## src/rtl/core/bic_queue.sv

```systemverilog
// Small FIFO between front end and back end.
module bic_queue #(
  parameter int W     = 8,
  parameter int DEPTH = 4
) (
  input  logic         clk_i,
  input  logic         rst_ni,
  input  logic         push_i,
  input  logic [W-1:0] data_i,
  input  logic         pop_i,
  output logic [W-1:0] data_o,
  output logic         empty_o,
  output logic         full_o
);

  localparam int AW = $clog2(DEPTH);

  logic [W-1:0] mem_q [DEPTH];
  logic [AW-1:0] wr_q, rd_q;
  logic [AW:0]   cnt_q;
  logic          do_push, do_pop;

  assign empty_o = cnt_q == '0;
  assign full_o  = cnt_q == (AW+1)'(DEPTH);
  assign do_push = push_i && !full_o;
  assign do_pop  = pop_i && !empty_o;
  assign data_o  = mem_q[rd_q];

  always_ff @(posedge clk_i or negedge rst_ni) begin
    if (!rst_ni) begin
      wr_q  <= '0;
      rd_q  <= '0;
      cnt_q <= '0;
    end else begin
      if (do_push) wr_q <= (wr_q == AW'(DEPTH-1)) ? '0 : wr_q + 1'b1;
      if (do_pop)  rd_q <= (rd_q == AW'(DEPTH-1)) ? '0 : rd_q + 1'b1;
      cnt_q <= cnt_q + (AW+1)'(do_push) - (AW+1)'(do_pop);
    end
  end

  always_ff @(posedge clk_i) begin
    if (do_push) mem_q[wr_q] <= data_i;
  end

endmodule

```

## config.mk

```make
export PLATFORM = sky130hd
export DESIGN_NAME = bic_queue
export DESIGN_NICKNAME = d
export VERILOG_FILES = /design/src/rtl/core/bic_queue.sv
export SDC_FILE = /design/constraint.sdc
export NUM_CORES = 1
export LEC_CHECK = 0
export BUFFER_PORTS_ARGS = -buffer_cell sky130_fd_sc_hd__buf_4
export CORE_ASPECT_RATIO = 1.25
export CORE_MARGIN = 1
export CORE_UTILIZATION = 45
export CTS_BUF_LIST = sky130_fd_sc_hd__clkbuf_8
export DETAILED_ROUTE_END_ITERATION = 6
export GPL_TIMING_DRIVEN = 0
export PLACE_DENSITY = 0.73
export SYNTH_ARGS = -nofsm -noshare
export SYNTH_HDL_FRONTEND = slang
export SYNTH_SLANG_ARGS = --single-unit
```

## constraint.sdc

```tcl
create_clock -name clk_i -period 5.75 [get_ports clk_i]
set_input_delay 0.575 -clock clk_i [delete_from_list [all_inputs] [get_ports clk_i]]
set_output_delay 0.575 -clock clk_i [all_outputs]
set_load 0.02 [all_outputs]
```

==> metrics.md <==
| Metric | Value |
|---|---|
| Outcome | `finished clean` |
| Crit path DAT | `between 1.5 and 2 ns` |
| M3 GR Usage | `5.97%` |
| F_max | `approximately 450 MHz` |
| Chip width | `55.4 um` |
| Clock-pin slew of the registers on the worst-case setup and hold paths | `around 0.070 ns` |
| Wire per inst | `16.0 um` |
| Vias | `~750` |
| Vias in the first global route | `approximately 840` |
| DIE HEIGHT | `68.7 um` |
| Grt ovf | `0` |
| Yosys warns | `0` |
| H-tree depth | `2` |
| XOR/XNOR Fraction of Synth Area | `1.09%` |
| Clk root buf | `clkbuf_8` |
| Crit-path slowest cell | `mux4_2` |
| Synth Cell Area | `about 0.0016 mm2` |
| Post-cts hold buffer count | `0` |
| Setup TNS | `0 ns` |
| MaxCap Viol Count | `0` |
| GR peak layer | `met2` |
| TritonCTS buffer count | `5` |
| CTS tree | `yes` |
| Overall global routing resource usage | `15.4%` |
| Crit Reg-Reg Startpoint | `cnt_q[1]` |
| Fin nets | `129` |
| Post-synthesis simple-gate area fraction | `5.15%` |
| Cells after Synth | `about 80` |
| Post-CTS Resized | `0` |
| Post-DRT Antenna Nets | `0` |
| Final Hold Vio Count | `0` |
| Endpoints failing setup | `0` |
| Site row count | `23` |
| Fillers | `246` |
| Skew-Pair Late Insertion Delay | `0.28 ns` |
| Sequential-to-total area share from yosys stat | `between 70% and 80%` |
| Number of synthesized register bits | `39` |
| Crit-path max FO | `10` |
| Final worst-path cycle share | `38.9%` |
| RSZ-0062 raised after global routing | `false` |
| Worst setup EP type | `output port` |
| Clock skew | `roughly 0.0039 ns` |
| Clock share of power | `around 18%` |
| Combinational family with the most area after synthesis | `multiplexers` |
| Max transition margin | `65.6%` |
| Most frequent cells in the layout | `edfxtp_1, buf_4, mux4_2` |
| Commonest non-fill, non-tap cell in the layout | `edfxtp_1` |
| Initial antenna violation count | `0` |
| Delay-heaviest family, CP | `multiplexers` |
| Sequential Power Share | `43.3%` |
| Worst reg2reg path depth | `9` |
| Net load switching power | `just over 300 uW` |
| Combinational cell fraction of total power | `38.7%` |
| 1st-pass router iterations | `4` |
| Synth Area in Compound Gates | `0.390%` |
| CP required | `5.18 ns` |
| Critical path type | `register to output port` |
| Clock Tree Buf Depth | `2` |
| Antenna cells | `0` |
| Tmin final | `around 2.2 ns` |
| Max rail drop VDD | `282 uV` |
| Buf/Inv on CP | `2` |
| Max-slew violation count | `0` |
| Avg Cell Area, Syn | `roughly 20 um2` |
| Initial Util | `48.4%` |
| Sequence of cells on the critical path | `buf_2, mux4_2, buf_4` |
| Residual DRC count | `0` |
| Worst stage delay on the critical path | `between 0.5 and 0.6 ns` |
| Worst setup SP type | `register` |
| Cell Pwr Density | `slightly above 500 mW/mm2` |
| Fraction of the mapped netlist area in adder cells | `6.71%` |
| Switching Share | `32.4%` |
| Overall power | `962 uW` |
| Post-synthesis mux area share | `13.6%` |
| GR Util met1 | `15.7%` |
| CTS Sinks | `39` |
| DR iter-0 viols | `14` |
| Largest net degree at the start of global routing | `13` |
| Hpwl dp | `1670 um` |
| Placeable Area | `0.00331 mm2` |
| Met2 Track Usage GR | `between 20% and 30%` |
| FF-to-FF setup slack | `between 3 and 4 ns` |
| Post-CTS Setup Inserts | `0` |
| Die ar. | `~0.0038 mm2` |
| GPL Wtd Cong | `0.629` |
| First-pass GRT wire length | `4020 um` |
| Cell-internal power | `650 uW` |
| # IOs | `22` |
| Hold Path Class | `input port to async pin` |
| Cell variety after synth | `19` |
| Reg-to-reg endpoint | `cnt_q[2]` |
| Syn nets | `101` |
| Tightest Pin Transition | `approximately 0.52 ns` |
| Post-route insts no fill | `147` |
| Share of layout cells above drive strength 1 | `40.0%` |
| Area Growth Syn to Fin | `18.0%` |
| Final wirelength | `2350 um` |
| Leak | `roughly 0.00073 uW` |
| Placed cell count | `139` |
| Port Buffers | `21` |
| Vias per cell | `slightly above 5` |
==> cells by family after synthesis <==
family / after synthesis
multiplexers: 11
AO/OA/AOI/OAI: 1
buffers and inverters: 9
flip-flops: 39
adder cells (fa/ha/maj): 8
AND/OR/NAND/NOR: 11
XOR/XNOR: 2
==> per-stage QoR <==
stage          cell area [um2]  utilization, %  hold slack [ns]  worst slack, ns
2_1_floorplan             1600               -            0.279             3.27
3_3_place_gp              1810            54.6            0.395             3.52
3_5_place_dp              1810            54.6            0.394             3.49
4_1_cts                   1890            57.1           0.0800             3.48
5_1_grt                   1890            57.1           0.0769             3.38
6_report                  1890            57.1           0.0873             3.51
==> worst max path at each step <==
stage	start	endpoint	slack [ns]	depth (start not counted)
6_report	rd_q[0]	data_o[7]	3.51	3
2_1_floorplan	cnt_q[1]	cnt_q[2]	3.27	9
3_3_place_gp	push_i	cnt_q[2]	3.52	9
5_1_grt	cnt_q[2]	cnt_q[2]	3.38	9
4_1_cts	rd_q[0]	data_o[7]	3.48	3
3_5_place_dp	push_i	cnt_q[2]	3.49	9
==> flip-flops by register name, summed over array words and instances (netlist names) <==
signal and flops:
wr_q 2, rd_q 2, cnt_q 3, mem_q 32
==> power by group through the flow <==
stage	Combinational, uW	Sequential [uW]	Clock, uW
global route	413	423	191
detailed placement	383	423	0
floorplan	269	413	0
CTS	382	418	179
finish	373	417	173
global placement	372	418	0
==> layout make-up <==
cell class	instances	area, um2	area share [%]
timing repair buffer	21	158	8.34
clock inverter	3	15.0	0.794
inverter	7	26.3	1.39
multi-input combinational	33	432	22.8
tap	37	46.3	2.45
sequential	39	1140	60.1
buffer	2	8.76	0.463
clock buffer	5	68.8	3.64
==> routing by layer <==
layer,vias to the layer above,share of wire (%)
li1,360,-
met1,364,42
met4,0,2.2
met2,19,52
met3,5,4.3
met5,-,0
==> cells in the mapped netlist (all sizes together) <==
library cell | count | area [um2]
nor2b | 1 | 8.76
nor2 | 2 | 7.51
mux2 | 3 | 37.5
mux4 | 8 | 180
edfxtp | 32 | 961
buf | 1 | 5.00
dfrtp | 7 | 175
nand2 | 1 | 3.75
ha | 7 | 87.6
clkbuf | 1 | 3.75
xnor2 | 2 | 17.5
nand2b | 1 | 13.8
o22ai | 1 | 6.26
fa | 1 | 20.0
nor3 | 1 | 5.00
nor3b | 1 | 18.8
inv | 7 | 26.3
and2 | 4 | 25.0
Note: power is estimated with default switching activity, not from simulation.
