===== src/rtl/core/bic_pkg.sv =====
// Shared types and constants of the bilinear upscaler.
package bic_pkg;

  localparam int IDX_W      = 12;
  localparam int CH_W       = 8;
  localparam int PIX_W      = 3 * CH_W;
  localparam int DIM_W      = 9;
  localparam int SCL_W      = 5;
  localparam int DST_W      = 14;
  localparam int CFG_IDX_W  = 2;
  localparam int CFG_DATA_W = 9;
  localparam int QDEPTH     = 4;

  localparam logic REQ_LOAD    = 1'b0;
  localparam logic REQ_COMPUTE = 1'b1;

  typedef enum logic [CFG_IDX_W-1:0] {
    CFG_SRC_WIDTH  = 2'd0,
    CFG_SRC_HEIGHT = 2'd1,
    CFG_SCALE      = 2'd2
  } cfg_idx_e;

  typedef struct packed {
    logic              req_type;
    logic [IDX_W-1:0]  row;
    logic [IDX_W-1:0]  col;
    logic [CH_W-1:0]   red;
    logic [CH_W-1:0]   green;
    logic [CH_W-1:0]   blue;
  } req_t;

  typedef struct packed {
    logic [DIM_W-1:0] src_w;
    logic [DIM_W-1:0] src_h;
    logic [DST_W-1:0] dst_w;
    logic [DST_W-1:0] dst_h;
  } geom_t;

endpackage


===== src/rtl/core/bic_div.sv =====
// Two-lane pipelined restoring divider, one quotient bit per stage.
module bic_div import bic_pkg::*; #(
  parameter int PW        = 8,
  parameter int FRAC_BITS = 16,
  parameter int QW        = 24,
  parameter int SIDE_W    = 1
) (
  input  logic                             clk_i,
  input  logic                             rst_ni,
  input  logic                             in_valid_i,
  input  logic [1:0][IDX_W+PW-1:0]         in_num_i,
  input  logic [1:0][DST_W-1:0]            den_i,
  input  logic [SIDE_W-1:0]                in_side_i,
  output logic                             out_valid_o,
  output logic [1:0][QW-1:0]               out_quo_o,
  output logic [SIDE_W-1:0]                out_side_o
);

  logic              v_q    [QW+1];
  logic [DST_W-1:0]  rem_q  [QW+1][2];
  logic [PW-1:0]     lo_q   [QW+1][2];
  logic [QW-1:0]     quo_q  [QW+1][2];
  logic [SIDE_W-1:0] side_q [QW+1];

  // stage 0: numerator high part is the starting remainder (it is below the divisor)
  assign v_q[0]    = in_valid_i;
  assign side_q[0] = in_side_i;
  for (genvar a = 0; a < 2; a++) begin : g_in
    assign rem_q[0][a] = DST_W'(in_num_i[a] >> PW);
    assign lo_q[0][a]  = in_num_i[a][PW-1:0];
    assign quo_q[0][a] = '0;
  end

  for (genvar i = 0; i < QW; i++) begin : g_stg
    localparam int K = QW - 1 - i;
    logic [1:0]        sbit;
    logic [DST_W:0]    trial [2];
    logic [1:0]        ge;

    for (genvar a = 0; a < 2; a++) begin : g_lane
      if (K >= FRAC_BITS) begin : g_num
        assign sbit[a] = lo_q[i][a][K-FRAC_BITS];
      end else begin : g_zero
        assign sbit[a] = 1'b0;
      end
      assign trial[a] = {rem_q[i][a], sbit[a]};
      assign ge[a]    = trial[a] >= {1'b0, den_i[a]};

      always_ff @(posedge clk_i) begin
        rem_q[i+1][a] <= ge[a] ? DST_W'(trial[a] - {1'b0, den_i[a]})
                               : trial[a][DST_W-1:0];
        quo_q[i+1][a] <= {quo_q[i][a][QW-2:0], ge[a]};
        lo_q[i+1][a]  <= lo_q[i][a];
      end
    end

    always_ff @(posedge clk_i or negedge rst_ni) begin
      if (!rst_ni) begin
        v_q[i+1] <= 1'b0;
      end else begin
        v_q[i+1] <= v_q[i];
      end
    end

    always_ff @(posedge clk_i) begin
      side_q[i+1] <= side_q[i];
    end
  end

  assign out_valid_o  = v_q[QW];
  assign out_side_o   = side_q[QW];
  assign out_quo_o[0] = quo_q[QW][0];
  assign out_quo_o[1] = quo_q[QW][1];

endmodule


===== src/rtl/core/bic_front.sv =====
// Front end: takes requests, clamps indexes, maps them to source base and fraction.
module bic_front import bic_pkg::*; #(
  parameter int RW        = 8,
  parameter int CW        = 8,
  parameter int PW        = 8,
  parameter int FRAC_BITS = 16,
  parameter int QW        = 24
) (
  input  logic               clk_i,
  input  logic               rst_ni,
  input  logic               in_valid_i,
  input  req_t               in_req_i,
  input  geom_t              geom_i,
  output logic               out_valid_o,
  output req_t               out_req_o,
  output logic [RW-1:0]      h0_o,
  output logic [RW-1:0]      h1_o,
  output logic [CW-1:0]      w0_o,
  output logic [CW-1:0]      w1_o,
  output logic [FRAC_BITS:0] u_o,
  output logic [FRAC_BITS:0] t_o
);

  localparam int NUMW = IDX_W + PW;
  localparam int PRW  = IDX_W + DIM_W;

  // stage A: clamp destination indexes to dst-1
  logic             a_v_q;
  req_t             a_req_q;
  logic [IDX_W-1:0] a_ridx_q, a_cidx_q;
  logic [IDX_W-1:0] ridx, cidx;

  always_comb begin
    ridx = in_req_i.row;
    cidx = in_req_i.col;
    if (DST_W'(in_req_i.row) >= geom_i.dst_h) ridx = IDX_W'(geom_i.dst_h - 1'b1);
    if (DST_W'(in_req_i.col) >= geom_i.dst_w) cidx = IDX_W'(geom_i.dst_w - 1'b1);
  end

  always_ff @(posedge clk_i or negedge rst_ni) begin
    if (!rst_ni) begin
      a_v_q <= 1'b0;
    end else begin
      a_v_q <= in_valid_i;
    end
  end

  always_ff @(posedge clk_i) begin
    a_req_q  <= in_req_i;
    a_ridx_q <= ridx;
    a_cidx_q <= cidx;
  end

  // stage B: numerators idx*(src-1)
  logic                 b_v_q;
  req_t                 b_req_q;
  logic [1:0][NUMW-1:0] b_num_q;
  logic [PRW-1:0]       prod_r, prod_c;

  assign prod_r = {{DIM_W{1'b0}}, a_ridx_q} * {{IDX_W{1'b0}}, geom_i.src_h - 1'b1};
  assign prod_c = {{DIM_W{1'b0}}, a_cidx_q} * {{IDX_W{1'b0}}, geom_i.src_w - 1'b1};

  always_ff @(posedge clk_i or negedge rst_ni) begin
    if (!rst_ni) begin
      b_v_q <= 1'b0;
    end else begin
      b_v_q <= a_v_q;
    end
  end

  always_ff @(posedge clk_i) begin
    b_req_q    <= a_req_q;
    b_num_q[0] <= NUMW'(prod_r);
    b_num_q[1] <= NUMW'(prod_c);
  end

  logic [1:0][DST_W-1:0] den;
  logic                  d_v;
  logic [1:0][QW-1:0]    d_quo;
  req_t                  d_req;

  assign den[0] = geom_i.dst_h - 1'b1;
  assign den[1] = geom_i.dst_w - 1'b1;

  bic_div #(
    .PW        (PW),
    .FRAC_BITS (FRAC_BITS),
    .QW        (QW),
    .SIDE_W    ($bits(req_t))
  ) u_div (
    .clk_i       (clk_i),
    .rst_ni      (rst_ni),
    .in_valid_i  (b_v_q),
    .in_num_i    (b_num_q),
    .den_i       (den),
    .in_side_i   (b_req_q),
    .out_valid_o (d_v),
    .out_quo_o   (d_quo),
    .out_side_o  (d_req)
  );

  // floor, clamp base to src-2, fraction may reach one
  logic [DIM_W-1:0]   src   [2];
  logic [PW-1:0]      base  [2];
  logic [PW:0]        nxt   [2];
  logic [FRAC_BITS:0] frac  [2];
  logic [QW:0]        fdiff [2];

  assign src[0] = geom_i.src_h;
  assign src[1] = geom_i.src_w;

  always_comb begin
    for (int a = 0; a < 2; a++) begin
      base[a] = d_quo[a][QW-1:FRAC_BITS];
      if ((DIM_W+1)'(base[a]) >= (DIM_W+1)'(src[a]) - (DIM_W+1)'(1)) begin
        base[a] = PW'(src[a] - 2'd2);
      end
      fdiff[a] = {1'b0, d_quo[a]} - {1'b0, base[a], {FRAC_BITS{1'b0}}};
      frac[a]  = fdiff[a][FRAC_BITS:0];
      nxt[a]   = {1'b0, base[a]} + 1'b1;
      if (src[a] == DIM_W'(1)) begin
        base[a] = '0;
        nxt[a]  = '0;
        frac[a] = '0;
      end
    end
  end

  always_ff @(posedge clk_i or negedge rst_ni) begin
    if (!rst_ni) begin
      out_valid_o <= 1'b0;
    end else begin
      out_valid_o <= d_v;
    end
  end

  always_ff @(posedge clk_i) begin
    out_req_o <= d_req;
    h0_o      <= RW'(base[0]);
    h1_o      <= RW'(nxt[0]);
    w0_o      <= CW'(base[1]);
    w1_o      <= CW'(nxt[1]);
    u_o       <= frac[0];
    t_o       <= frac[1];
  end

endmodule


===== config.mk =====
export PLATFORM = sky130hd
export DESIGN_NAME = bic_front
export DESIGN_NICKNAME = d
export VERILOG_FILES = /design/src/rtl/core/bic_pkg.sv /design/src/rtl/core/bic_div.sv /design/src/rtl/core/bic_front.sv
export SDC_FILE = /design/constraint.sdc
export NUM_CORES = 2
export LEC_CHECK = 0
export BUFFER_PORTS_ARGS = -buffer_cell sky130_fd_sc_hd__buf_2
export CAP_MARGIN = 15
export CELL_PAD_IN_SITES_DETAIL_PLACEMENT = 0
export CELL_PAD_IN_SITES_GLOBAL_PLACEMENT = 2
export CORE_MARGIN = 8
export CORE_UTILIZATION = 46
export DETAILED_ROUTE_END_ITERATION = 7
export PLACE_DENSITY_LB_ADDON = 0.1
export SYNTH_ARGS = -nofsm -noshare
export SYNTH_HDL_FRONTEND = slang
export SYNTH_HIERARCHICAL = 1
export SYNTH_SLANG_ARGS = --single-unit

===== constraint.sdc =====
create_clock -name clk_i -period 9.65 [get_ports clk_i]
set_input_delay 1.4475 -clock clk_i [delete_from_list [all_inputs] [get_ports clk_i]]
set_output_delay 1.4475 -clock clk_i [all_outputs]
set_load 0.01 [all_outputs]

==> results.txt <==
- Result of the run: finished clean
- Number of buffers on the longest clock path: 4
* Most frequent cells after synthesis: 2753 x sky130_fd_sc_hd__dfxtp_1, 812 x sky130_fd_sc_hd__ha_1, 498 x sky130_fd_sc_hd__inv_1, 479 x sky130_fd_sc_hd__nor2_1, 454 x sky130_fd_sc_hd__mux2_2
* Number of distinct library cells after synthesis: 115
- In this run the number of H-tree levels came out at 5.
- Part of the total power dissipated in combinational logic: 40.1%
- The routed layout has 63600 vias.
- Of the available clock period, the critical path in the final layout requires 69.5%.
* Post-place setup slack: 2140 ps
* First drt pass iteration count: 5
- Post-Synthesis Cell Area: 105000 um^2
- In this run the vertical extent of the chip is 493 um.
* Largest net degree at the start of global routing: 37
- Arr. time, crit path: 7450 ps
- The path class of the tightest hold or removal check is reg -> reg.
- Overall die area: 243000 um^2
* Unrepaired setup endpoints after global routing: no
- Critical setup path kind: in -> reg
- Proportion of power drawn by flip-flops and latches: 35.5%
* Critical path's slowest cell: sky130_fd_sc_hd__xnor2_1
* Synth Net Count: 10200
- In this design, the critical path's most frequently occurring cell is sky130_fd_sc_hd__fa_1.
* Via count of the first global-routing pass: 65000
* Antenna violations before repair: 8
- For the worst setup path, the data required time is 10390 ps.
- For this run, the leading register cell type out of synthesis is sky130_fd_sc_hd__dfxtp_1.
* Syn avg cell area: 11.6 um^2
* Share of cells above drive strength 1: 14.4%
* Inserted Clock Buffers: 294
- Using the TritonRoute via totals, the vias-per-cell ratio works out to 5.03.
* Peak supply drop: 0.192 mV
- Hold Path End: u_div/side_q[625]
- Once detail routing completed, the nets flagged for antenna violations numbered 0.
- The number of failing hold endpoints at the final stage is 0.
- Clock latency at the later pin of the worst-skew pair: 940 ps
* Width of the die: 493 um
* Leading cell type by number of instances after synthesis: sky130_fd_sc_hd__dfxtp_1
- In this run the post-CTS setup repair buffer count came out at 0.
- Fin Setup TNS: 0 ps
- Global route total overflow: 0
- Global-route wire length before repair: 349 mm
- At the pin with the least slew margin, the transition time is 1120 ps.
- Number of instances in the synthesized netlist: 9059
* Post-DP HPWL: 151 mm
- CTS Hold Buffers Added: 0
- Final Max Slew Viols: 0
* Total setup violations reported at the end of the flow: 0
- After synthesis, the share of flip-flops with an asynchronous set or reset is 0.971%.
* Yosys warnings: 6
- Clock-pin slew reported for the worst setup and hold paths after clock tree synthesis: 60 ps
* # Max-Cap Violations: 0
- Routability-driven placement finished with a final weighted congestion of 0.829.
- Proportion of netlist area held by the largest area contributor: 52.7%
* Static power due to leakage: 52.0 nW
- The number of gates resized after CTS was 0.
- Endpoint kind of the worst setup timing path: flop
- Across the routed clock network, the largest skew measured is 103 ps.
- TritonCTS built the clock tree.
* Shortest clock period the worst path allows after layout: 6710 ps
* Startpoint of the lowest-slack hold path: u_div/side_q[674]
- Internal power comes to 30.7 mW.
* Clock tree root buffer cell: sky130_fd_sc_hd__clkbuf_16
- Area overhead of the layout relative to synthesis: 13.1%
* Average detailed-routed wire length per instance: 17.1 um
- Max incr delay on CP: 830 ps
- Summed over all layers, the routed wires come to 216 mm.
- Core region area: 227000 um^2
- The biggest area contributor in the post-synthesis netlist is sky130_fd_sc_hd__dfxtp_1.
* Startpoint of the worst register-to-register path: a_cidx_q[9]
- Startpoint type of the worst setup path: input pin
- Seq/Total Area, Yosys: 53.3%
- Measured against its own limit, the worst slew margin works out to 25.1%.
- DR iter-0 viols: 3130
* Cell chain of the critical path: buf_2 > inv_1 > ha_1 > nor3b_4 > nand2_1 > or3_1 > xnor2_1 > and2_1 > fa_1 > fa_1 > fa_1 > inv_1 > fa_1 > inv_1 > ha_1 > or3_1 > o21ai_0 > a21oi_1 > a21oi_1 > nand4bb_1 > nand4_1
- In this run the critical register-to-register path is captured at b_num_q[39].
* Number of rows created at floorplan: 175
- Top cells by area in the synthesized netlist: sky130_fd_sc_hd__dfxtp_1 53%, sky130_fd_sc_hd__ha_1 9.7%, sky130_fd_sc_hd__mux2_2 4.9%, sky130_fd_sc_hd__fa_1 3.6%, sky130_fd_sc_hd__xnor2_1 2.7%
* Clock power share: 24.4%
- Across all register-to-register paths, the minimum setup slack is 4820 ps.
* Fin worst setup slack: 2940 ps
* Post-synth EDFFs: 0
- DRC viols: 0
* Seq cells post-synth: 2780
- Sinks on Clock Net: 2780
- The worst register-to-register path has a depth of 14.
- Count of port buffers added during placement: 213
- For this run, the total global-route usage over all layers was measured as 17.4%.
- For this design the ratio of total power to cell area is 391 nW/um^2.
- Core occupancy in the finished layout: 52.2%
- Along the worst path, the maximum fanout reaches 13.
- For this run, the top clock speed supported by timing is 149 MHz.
* Net switching share of the total power: 33.6%
- Effective utilization at floorplan: 46.1%
- Number of cells on the worst hold path: 0
- In this run the count of I/O pins placed on the die edge is 214.
- Net Switching: 15.5 mW
- Final-stage net count: 10500
-- layout by cell type, fill, tap and decap left out, types with 240 or more instances in the layout --
master	instances
sky130_fd_sc_hd__nor2_1	479
sky130_fd_sc_hd__nand2_1	370
sky130_fd_sc_hd__a21o_1	240
sky130_fd_sc_hd__ha_1	812
sky130_fd_sc_hd__dfxtp_1	2753
sky130_fd_sc_hd__xnor2_1	327
sky130_fd_sc_hd__inv_1	493
sky130_fd_sc_hd__mux2_2	454
sky130_fd_sc_hd__clkbuf_16	298
sky130_fd_sc_hd__a21oi_1	403
sky130_fd_sc_hd__o21ai_0	277
-- worst max path at each step --
stage	startpoint	endpoint	slack (ps)	cells past startpoint
finish	geom_i[30]	b_num_q[18]	2940	21
global route	geom_i[29]	b_num_q[18]	2680	21
CTS	geom_i[30]	b_num_q[18]	3060	21
detailed placement	geom_i[30]	b_num_q[18]	2140	21
global placement	geom_i[29]	b_num_q[18]	2110	21
floorplan	geom_i[37]	b_num_q[39]	3030	20
-- power by group through the flow --
| stage | logic, mW | registers, mW | clock network, mW |
|---|---|---|---|
| after global placement | 18.4 | 16.7 | 0 |
| after detailed placement | 18.5 | 16.7 | 0 |
| final | 18.5 | 16.4 | 11.3 |
| after floorplan | 15.1 | 16.0 | 0 |
| after global routing | 20.9 | 16.8 | 12.1 |
| after CTS | 18.7 | 16.5 | 11.7 |
-- worst max-delay path, delay by kind of cell --
kind | cells | cell delay (ps)
adder cells (fa/ha/maj) | 6 | 2550
AND/OR/NAND/NOR | 7 | 1700
XOR/XNOR | 1 | 830
AO/OA/AOI/OAI | 3 | 520
buffers and inverters | 4 | 380
-- kinds of logic (layout without fill, tap and decap cells) --
family                   after synthesis  after routing  synth area share (%)
flip-flops                          2780           2780                  53.3
AND/OR/NAND/NOR                     1900           1900                  9.31
AO/OA/AOI/OAI                       1575           1575                  10.3
adder cells (fa/ha/maj)              998            998                  13.3
buffers and inverters                708           1273                  3.09
multiplexers                         584            584                  6.37
XOR/XNOR                             514            514                  4.30
other                                  0              4                     0
-- flip-flops by register name, indices dropped and copies added (netlist names), 12 cells and up --
name / flops
u_div/g_stg.sbit: 14
t_o: 17
u_div/out_quo_o: 48
b_num_q: 40
a_ridx_q: 12
u_o: 17
u_div/lo_q: 42
a_cidx_q: 12
u_div/g_stg.trial: 644
b_req_q: 49
u_div/side_q: 1127
out_req_o: 49
u_div/v_q: 23
a_req_q: 49
u_div/quo_q: 552
u_div/out_side_o: 49
-- per-stage QoR --
stage	std cells	hold WS [ps]	power [mW]	area, um^2
CTS	12600	232	46.9	118000
detailed placement	12100	312	35.1	109000
global placement	12100	309	35.1	109000
floorplan	9059	310	31.1	105000
global route	12600	242	49.8	118000
finish	12600	235	46.3	118000
-- per-layer routing --
metal	wire [um]	vias to the layer above	track usage (%)
met2	96700	1023	28.4
met4	5630	0	5.02
li1	-	32200	-
met5	0	-	0
met3	8110	356	2.76
met1	106000	30100	24.1
-- cell type report --
cell class / instances / area, um^2
fillers: 19900 / 108000
well taps: 3009 / 3760
diodes: 4 / 10.0
inverters: 504 / 1890
clock buffers: 388 / 8260
repair buffers: 266 / 1470
multi-input cells: 5571 / 45600
clock inverters: 115 / 1570
flip-flops and latches: 2780 / 55800
Note: power is estimated with default switching activity, not from simulation.
